## config.mk

```make
export PLATFORM = sky130hd
export DESIGN_NAME = modular_exponentiation
export DESIGN_NICKNAME = d
export VERILOG_FILES = /design/src/hw/rtl/mexp_pkg.sv /design/src/hw/rtl/modular_exponentiation.sv /design/src/hw/rtl/mexp_mulred.sv /design/src/hw/rtl/mexp_ctrl.sv
export VERILOG_INCLUDE_DIRS = /design/src /design/src/hw/rtl
export SDC_FILE = /design/constraint.sdc
export NUM_CORES = 1
export LEC_CHECK = 0
export BUFFER_PORTS_ARGS = -buffer_cell sky130_fd_sc_hd__buf_2
export CAP_MARGIN = 15
export CORE_UTILIZATION = 60
export DETAILED_ROUTE_END_ITERATION = 8
export PLACE_DENSITY_LB_ADDON = 0.05
export SKIP_LAST_GASP = 1
export SYNTH_ARGS = -nofsm -noshare
export SYNTH_HDL_FRONTEND = slang
export SYNTH_SLANG_ARGS = --single-unit
```

## constraint.sdc

```tcl
create_clock -name clk -period 7.89 [get_ports clk]
set_input_delay 1.1835 -clock clk [delete_from_list [all_inputs] [get_ports clk]]
set_output_delay 1.1835 -clock clk [all_outputs]
set_load 0.02 [all_outputs]
```

## src/hw/rtl/modular_exponentiation_defines.svh

```systemverilog
// Assertion macros shared by the modular exponentiation RTL.
`ifndef MODULAR_EXPONENTIATION_DEFINES_SVH
`define MODULAR_EXPONENTIATION_DEFINES_SVH

// Same-cycle implication, checked at every rising edge outside reset.
`define MEXP_ASSERT_IMP(lbl, clk, rst_n, ante, cons, msg) \
    lbl: assert property (@(posedge clk) disable iff (!rst_n) (ante) |-> (cons)) \
        else $error(msg);

// Next-cycle implication, checked at every rising edge outside reset.
`define MEXP_ASSERT_NXT(lbl, clk, rst_n, ante, cons, msg) \
    lbl: assert property (@(posedge clk) disable iff (!rst_n) (ante) |=> (cons)) \
        else $error(msg);

`endif

```

## src/hw/rtl/mexp_pkg.sv

```systemverilog
// Package with widths, types and the sequencer states of the modular exponentiation block.
`timescale 1ns / 1ps

package mexp_pkg;

    localparam int BASE_W    = 63;
    localparam int EXP_W     = 63;
    localparam int MOD_W     = 31;
    localparam int IN_DATA_W = 160;
    localparam int OUT_DATA_W = 32;
    localparam int CNT_W     = 6;
    localparam int SCAN_W    = BASE_W;
    localparam int PAD_W     = SCAN_W - MOD_W;

    localparam logic [CNT_W-1:0] REDUCE_LAST = CNT_W'(BASE_W - 1);
    localparam logic [CNT_W-1:0] MUL_LAST    = CNT_W'(MOD_W - 1);

    typedef enum logic [2:0] {
        ST_IDLE,
        ST_REDUCE,
        ST_MUL,
        ST_SQR,
        ST_FINISH
    } state_t;

    typedef struct packed {
        logic              start;
        logic [SCAN_W-1:0] scan;
        logic [CNT_W-1:0]  last_cnt;
        logic [MOD_W-1:0]  addend;
        logic [MOD_W-1:0]  modulus;
    } unit_cmd_t;

    typedef struct packed {
        logic             busy;
        logic             done;
        logic [MOD_W-1:0] result;
    } unit_sts_t;

endpackage

```

## src/hw/rtl/modular_exponentiation.sv

```systemverilog
// Runs a base reduction, then multiplications and squarings on the shared unit, then hands the result out.
// One squaring for each exponent bit below the top set bit, one multiplication per set bit.
// An exponent or modulus of zero skips the arithmetic and goes straight to the result.
// One request at a time, limited by the single shift, add and reduce unit.
// Reset is asynchronous and active low; it clears the sequencer and the output valid.
`timescale 1ns / 1ps

module modular_exponentiation (
    input  logic                                clk,
    input  logic                                rst_n,
    input  logic                                s_axis_tvalid,
    output logic                                s_axis_tready,
    // Fields from bit 0 up: base_value[62:0], exponent[62:0], modulus[30:0], zero pad.
    input  logic [mexp_pkg::IN_DATA_W-1:0]      s_axis_tdata,
    output logic                                m_axis_tvalid,
    input  logic                                m_axis_tready,
    // Fields from bit 0 up: power_result[30:0], zero pad.
    output logic [mexp_pkg::OUT_DATA_W-1:0]     m_axis_tdata
);
    import mexp_pkg::*;

    unit_cmd_t         cmd;
    unit_sts_t         sts;
    logic              res_valid;
    logic              res_ack;
    logic [MOD_W-1:0]  res_value;

    logic              out_valid_reg, out_valid_next;
    logic [MOD_W-1:0]  out_data_reg, out_data_next;

    mexp_ctrl u_ctrl (
        .clk       (clk),
        .rst_n     (rst_n),
        .in_valid  (s_axis_tvalid),
        .in_ready  (s_axis_tready),
        .in_base   (s_axis_tdata[BASE_W-1:0]),
        .in_exp    (s_axis_tdata[BASE_W+EXP_W-1:BASE_W]),
        .in_mod    (s_axis_tdata[BASE_W+EXP_W+MOD_W-1:BASE_W+EXP_W]),
        .cmd       (cmd),
        .sts       (sts),
        .res_valid (res_valid),
        .res_ack   (res_ack),
        .res_value (res_value)
    );

    mexp_mulred u_mulred (
        .clk   (clk),
        .rst_n (rst_n),
        .cmd   (cmd),
        .sts   (sts)
    );

    always_comb
    begin
        res_ack        = res_valid && (!out_valid_reg || m_axis_tready);
        out_valid_next = out_valid_reg;
        out_data_next  = out_data_reg;
        if (res_ack)
        begin
            out_valid_next = 1'b1;
            out_data_next  = res_value;
        end
        else if (m_axis_tready)
        begin
            out_valid_next = 1'b0;
        end
    end

    always_ff @(posedge clk or negedge rst_n)
    begin
        if (!rst_n)
        begin
            out_valid_reg <= 1'b0;
        end
        else
        begin
            out_valid_reg <= out_valid_next;
        end
    end

    always_ff @(posedge clk)
    begin
        out_data_reg <= out_data_next;
    end

    assign m_axis_tvalid = out_valid_reg;
    assign m_axis_tdata  = {{(OUT_DATA_W - MOD_W){1'b0}}, out_data_reg};

endmodule

```

## src/hw/rtl/mexp_mulred.sv

```systemverilog
// Shared shift, add and reduce unit that handles one scan bit per cycle.
`timescale 1ns / 1ps

module mexp_mulred (
    input  logic                clk,
    input  logic                rst_n,
    input  mexp_pkg::unit_cmd_t cmd,
    output mexp_pkg::unit_sts_t sts
);
    import mexp_pkg::*;

    logic              busy_reg, busy_next;
    logic              done_reg, done_next;
    logic [MOD_W-1:0]  r_reg, r_next;
    logic [SCAN_W-1:0] scan_reg, scan_next;
    logic [CNT_W-1:0]  cnt_reg, cnt_next;
    logic [MOD_W-1:0]  addend_reg, addend_next;
    logic [MOD_W-1:0]  mod_reg, mod_next;

    logic [MOD_W:0]    dbl;
    logic [MOD_W:0]    dbl_red;
    logic [MOD_W:0]    sum;
    logic [MOD_W:0]    sum_red;

    always_comb
    begin
        dbl     = {r_reg, 1'b0};
        dbl_red = (dbl >= {1'b0, mod_reg}) ? (dbl - {1'b0, mod_reg}) : dbl;
        sum     = {1'b0, dbl_red[MOD_W-1:0]}
                  + (scan_reg[SCAN_W-1] ? {1'b0, addend_reg} : '0);
        sum_red = (sum >= {1'b0, mod_reg}) ? (sum - {1'b0, mod_reg}) : sum;

        busy_next   = busy_reg;
        done_next   = 1'b0;
        r_next      = r_reg;
        scan_next   = scan_reg;
        cnt_next    = cnt_reg;
        addend_next = addend_reg;
        mod_next    = mod_reg;

        if (cmd.start)
        begin
            busy_next   = 1'b1;
            r_next      = '0;
            scan_next   = cmd.scan;
            cnt_next    = cmd.last_cnt;
            addend_next = cmd.addend;
            mod_next    = cmd.modulus;
        end
        else if (busy_reg)
        begin
            r_next    = sum_red[MOD_W-1:0];
            scan_next = {scan_reg[SCAN_W-2:0], 1'b0};
            cnt_next  = cnt_reg - CNT_W'(1);
            if (cnt_reg == '0)
            begin
                busy_next = 1'b0;
                done_next = 1'b1;
            end
        end
    end

    always_ff @(posedge clk or negedge rst_n)
    begin
        if (!rst_n)
        begin
            busy_reg <= 1'b0;
            done_reg <= 1'b0;
        end
        else
        begin
            busy_reg <= busy_next;
            done_reg <= done_next;
        end
    end

    always_ff @(posedge clk)
    begin
        r_reg      <= r_next;
        scan_reg   <= scan_next;
        cnt_reg    <= cnt_next;
        addend_reg <= addend_next;
        mod_reg    <= mod_next;
    end

    assign sts.busy   = busy_reg;
    assign sts.done   = done_reg;
    assign sts.result = r_reg;

endmodule

```

## src/hw/rtl/mexp_ctrl.sv

```systemverilog
// Sequencer that runs base reduction, multiplications and squarings on the shared unit.
`timescale 1ns / 1ps
`include "modular_exponentiation_defines.svh"

module mexp_ctrl (
    input  logic                         clk,
    input  logic                         rst_n,
    input  logic                         in_valid,
    output logic                         in_ready,
    input  logic [mexp_pkg::BASE_W-1:0]  in_base,
    input  logic [mexp_pkg::EXP_W-1:0]   in_exp,
    input  logic [mexp_pkg::MOD_W-1:0]   in_mod,
    output mexp_pkg::unit_cmd_t          cmd,
    input  mexp_pkg::unit_sts_t          sts,
    output logic                         res_valid,
    input  logic                         res_ack,
    output logic [mexp_pkg::MOD_W-1:0]   res_value
);
    import mexp_pkg::*;

    state_t            state_reg, state_next;
    logic [MOD_W-1:0]  acc_reg, acc_next;
    logic [MOD_W-1:0]  sq_reg, sq_next;
    logic [EXP_W-1:0]  exp_reg, exp_next;
    logic [MOD_W-1:0]  mod_reg, mod_next;
    logic [MOD_W-1:0]  res_reg, res_next;

    always_comb
    begin
        state_next = state_reg;
        acc_next   = acc_reg;
        sq_next    = sq_reg;
        exp_next   = exp_reg;
        mod_next   = mod_reg;
        res_next   = res_reg;

        in_ready     = 1'b0;
        res_valid    = 1'b0;
        cmd.start    = 1'b0;
        cmd.scan     = '0;
        cmd.last_cnt = MUL_LAST;
        cmd.addend   = '0;
        cmd.modulus  = mod_reg;

        case (state_reg)
            ST_IDLE:
            begin
                in_ready = 1'b1;
                if (in_valid)
                begin
                    mod_next = in_mod;
                    exp_next = in_exp;
                    acc_next = MOD_W'(1);
                    if (in_exp == '0)
                    begin
                        res_next   = MOD_W'(1);
                        state_next = ST_FINISH;
                    end
                    else if (in_mod == '0)
                    begin
                        res_next   = '0;
                        state_next = ST_FINISH;
                    end
                    else
                    begin
                        cmd.start    = 1'b1;
                        cmd.scan     = in_base;
                        cmd.last_cnt = REDUCE_LAST;
                        cmd.addend   = MOD_W'(1);
                        cmd.modulus  = in_mod;
                        state_next   = ST_REDUCE;
                    end
                end
            end
            ST_REDUCE:
            begin
                if (sts.done)
                begin
                    sq_next    = sts.result;
                    cmd.start  = 1'b1;
                    cmd.addend = sts.result;
                    if (exp_reg[0])
                    begin
                        cmd.scan   = {acc_reg, {PAD_W{1'b0}}};
                        state_next = ST_MUL;
                    end
                    else
                    begin
                        cmd.scan   = {sts.result, {PAD_W{1'b0}}};
                        state_next = ST_SQR;
                    end
                end
            end
            ST_MUL:
            begin
                if (sts.done)
                begin
                    acc_next = sts.result;
                    if (exp_reg[EXP_W-1:1] == '0)
                    begin
                        res_next   = sts.result;
                        state_next = ST_FINISH;
                    end
                    else
                    begin
                        cmd.start  = 1'b1;
                        cmd.scan   = {sq_reg, {PAD_W{1'b0}}};
                        cmd.addend = sq_reg;
                        state_next = ST_SQR;
                    end
                end
            end
            ST_SQR:
            begin
                if (sts.done)
                begin
                    sq_next    = sts.result;
                    exp_next   = {1'b0, exp_reg[EXP_W-1:1]};
                    cmd.start  = 1'b1;
                    cmd.addend = sts.result;
                    if (exp_reg[1])
                    begin
                        cmd.scan   = {acc_reg, {PAD_W{1'b0}}};
                        state_next = ST_MUL;
                    end
                    else
                    begin
                        cmd.scan   = {sts.result, {PAD_W{1'b0}}};
                        state_next = ST_SQR;
                    end
                end
            end
            ST_FINISH:
            begin
                res_valid = 1'b1;
                if (res_ack)
                begin
                    state_next = ST_IDLE;
                end
            end
            default:
            begin
                state_next = ST_IDLE;
            end
        endcase
    end

    always_ff @(posedge clk or negedge rst_n)
    begin
        if (!rst_n)
        begin
            state_reg <= ST_IDLE;
        end
        else
        begin
            state_reg <= state_next;
        end
    end

    always_ff @(posedge clk)
    begin
        acc_reg <= acc_next;
        sq_reg  <= sq_next;
        exp_reg <= exp_next;
        mod_reg <= mod_next;
        res_reg <= res_next;
    end

    assign res_value = res_reg;

    // The unit only runs while the sequencer waits on it.
    `MEXP_ASSERT_IMP(a_busy_in_op, clk, rst_n, sts.busy,
        (state_reg == ST_REDUCE) || (state_reg == ST_MUL) || (state_reg == ST_SQR),
        "Shared unit busy outside an arithmetic state.")

    // The running square stays reduced while it is an operand.
    `MEXP_ASSERT_IMP(a_sq_reduced, clk, rst_n,
        (state_reg == ST_MUL) || (state_reg == ST_SQR), sq_reg < mod_reg,
        "Running square is not below the modulus.")

    // A finished exponentiation leaves the unit idle.
    `MEXP_ASSERT_NXT(a_finish_idle, clk, rst_n,
        (state_reg != ST_FINISH) && (state_next == ST_FINISH), !sts.busy,
        "Result raised while the shared unit is still running.")

endmodule
```

==> flow_summary_export.csv <==
group,metric,value,unit
setup_path,cp_max_fo,35,
power_and_ir_drop,p_leak,0.00985,uW
timing,fin_crit_sh,0.969,
die,die_w,189,microns
yosys,synth_area_leaders,"edfxtp_1, mux2_2, ha_1, a21oi_1, dfxtp_1",
yosys,synth_most_common_cell,"edfxtp_1",
finish,fin_cells,2565,
setup_path,startpoint_type,"register",
route,drc,0,
cts,clock-sinks,386,
die,start_util,0.609,
yosys,synth_cell_types,73,
grt,gr-total-overflow,0,
flow_run,maxCapViolCount,0,
yosys,syn_nets,2059,
power_and_ir_drop,ir_drop,0.186,mV
min_path,hold_class,"register to register",
route,drtIter0Drc,1243,
route,drt-vias-per-instance,6.15,
cts,path_clk_slew,0.06,ns
die,dieArea,0.0357,sq mm
finish,drive_above_1_share,0.268,
timing,whs,0.417,ns
power_and_ir_drop,power.total,4210,uW
route,wl,52700,microns
finish,n_antenna_cell,0,
timing,hold_violations,0,
placed_design,placed_cells,2484,
timing,slew_headroom,0.245,
yosys,syn_inst,1798,
die,die_height,189,microns
timing,clock_skew,0.0206,ns
setup_path,r2r_start,"u_mulred.mod_reg[15]",
cts,cts_max_path_buffers,3,
yosys,synth-main-ff-cell,"edfxtp_1",
route,num_vias,15800,
yosys,synth-async-reset-ratio,0.0155,
cts,htree_num_levels,2,
cts,root_buffer,"clkbuf_16",
yosys,synth_common_cells,"edfxtp_1, a21oi_1, mux2_2",
cts,insertion_delay,0.55,ns
run_status,outcome,"finished, final reports clean",
die,io_pins,198,
placed_design,numPortBuffers,193,
placed_design,dpl-instance-area,0.0232,sq mm
finish,fin_nets,2340,
finish,fin_area,0.0248,sq mm
yosys,postSynthAreaPerCell,11.7,sq um
setup_path,r2r.worst_path.cells,31,
setup_path,arrival,8.02,ns
setup_path,critPathMaxStageDelay,0.52,ns
die,coreArea,0.0345,sq mm
route,wire_per_inst,20.5,microns
setup_path,startpoint,"u_mulred.mod_reg[15]",
yosys,synth_top_area_share,0.499,
route,drtPass1Iterations,8,
grt,grt_pass1_vias,15500,
timing,tightest_slew,1.13,ns
yosys,synth_warnings,0,
timing,finalCriticalPeriod,7.64,ns
setup_path,r2r_end,"u_mulred.r_reg[8]",
power_and_ir_drop,p_per_area,170,mW/mm^2
finish,final_core_util,0.719,
yosys,yosysSeqAreaShare,0.536,
cts,tritoncts,"yes",
grt,grt.total_usage,0.294,
grt,grt_max_degree,83,
finish,area_growth,18.0,%
setup_path,critPathSlowestCell,"or4_1",
timing,slew_viol_final,0,
grt,grt_antenna_before_repair,0,
yosys,synth_edf_count,349,
setup_path,crit_top_cell,"ha_1",
setup_path,cp.required,8.27,ns
yosys,synth_top_area_cell,"edfxtp_1",
placed_design,post-dp-hpwl,37200,microns
setup_path,endpoint_kind,"register",
yosys,synth_area,0.0210,sq mm
cts,cts_buffers,41,
setup_path,endpoint,"u_mulred.r_reg[8]",
placed_design,place.gp.congestion,0.908,
route,drtAntennaViolNets,0,
setup_path,rrSetupSlack,0.25,ns
yosys,ys_ff_latch,386,
die,std_cell_rows,68,
timing,fmax,131,MHz
setup_path,critPathKind,"register to register",
timing,setup_viol_count_final,0,
grt,grt_pass1_wl,82000,microns
==> placed cells by master (no fill, tap or decap), types with 31 or more instances in the layout <==
master       n
mux2_2     128
ha_1        93
dfxtp_1     31
a21o_1      50
a22o_1      61
nand2_1    114
and2_1      66
xor2_1      34
nor4_1      41
o21ai_0     86
inv_1       57
buf_4      127
a21oi_1    128
xnor2_1     42
edfxtp_1   349
clkbuf_16   42
nor2_1     117
a222oi_1    31
buf_2      193
==> per-layer routing <==
metal  vias to the layer above  part of all wire  GRT usage  wire length, microns
li1                       7470                 -          -                     -
met1                      7608              0.40      0.364                 21100
met2                       542              0.51      0.518                 27100
met3                       144             0.044     0.0371                  2340
met4                         0             0.041      0.125                  2180
met5                         -                 0          0                     0
==> worst max-delay path, delay by kind of cell (launching register included) <==
| family | cells | cell delay [ns] |
|---|---|---|
| AO/OA/AOI/OAI | 17 | 3.82 |
| XOR/XNOR | 1 | 0.29 |
| adder cells (fa/ha/maj) | 3 | 1.02 |
| buffers and inverters | 5 | 0.80 |
| flip-flops | 1 | 0.37 |
| multiplexers | 2 | 0.49 |
| AND/OR/NAND/NOR | 3 | 0.66 |
==> cell families after synthesis <==
family | Yosys count | synth area share
simple gates | 458 | 0.108
flops | 386 | 0.536
xor+xnor | 78 | 0.0325
buf+inv | 145 | 0.0280
mux | 144 | 0.0763
fa+ha+maj | 97 | 0.0589
other cells | 1 | 0.000179
compound gates | 489 | 0.160
==> where the power goes <==
group               switching, uW  leakage (uW)  internal [uW]
Combinational                29.6       0.00553           35.7
Sequential     0.0000000000000184       0.00367           2200
Clock                         799      0.000653           1140
==> final cells by class <==
| class | instances | area [sq um] |
|---|---|---|
| Sequential cell | 386 | 11300 |
| Tap cell | 455 | 569 |
| Fill cell | 2532 | 9680 |
| Timing Repair Buffer | 325 | 2020 |
| Clock inverter | 27 | 284 |
| Multi-Input combinational cell | 1267 | 9360 |
| Clock buffer | 47 | 1070 |
| Inverter | 58 | 220 |
==> timing repair <==
item | 4_1_cts | 5_1_grt
hold buffers | 0 | 0
resized for setup | 2 | 25
endpoints found under the setup margin | 20 | 31
buffers inserted | 0 | 6
pin swaps | 0 | 12
==> worst min-delay path by stage <==
| stage | start | end | slack (ns) | cells after the start |
|---|---|---|---|---|
| floorplan | u_ctrl.res_value[0] | out_data_reg[0] | 0.40 | 0 |
| global placement | u_ctrl.res_value[25] | out_data_reg[25] | 0.40 | 0 |
| detailed placement | u_ctrl.res_value[26] | out_data_reg[26] | 0.40 | 0 |
| CTS | u_ctrl.res_value[5] | out_data_reg[5] | 0.42 | 0 |
| global route | u_ctrl.res_value[19] | out_data_reg[19] | 0.42 | 0 |
| finish | u_ctrl.res_value[19] | out_data_reg[19] | 0.42 | 0 |
==> metrics by stage <==
stage | setup WS (ns) | TNS, ns
3_5_place_dp | -0.0365 | -0.0664
5_1_grt | -0.150 | -1.54
6_report | 0.245 | 0
2_1_floorplan | 0.844 | 0
4_1_cts | 0.00307 | 0
3_3_place_gp | 0.153 | 0
Power figures use the tool's default switching activity.
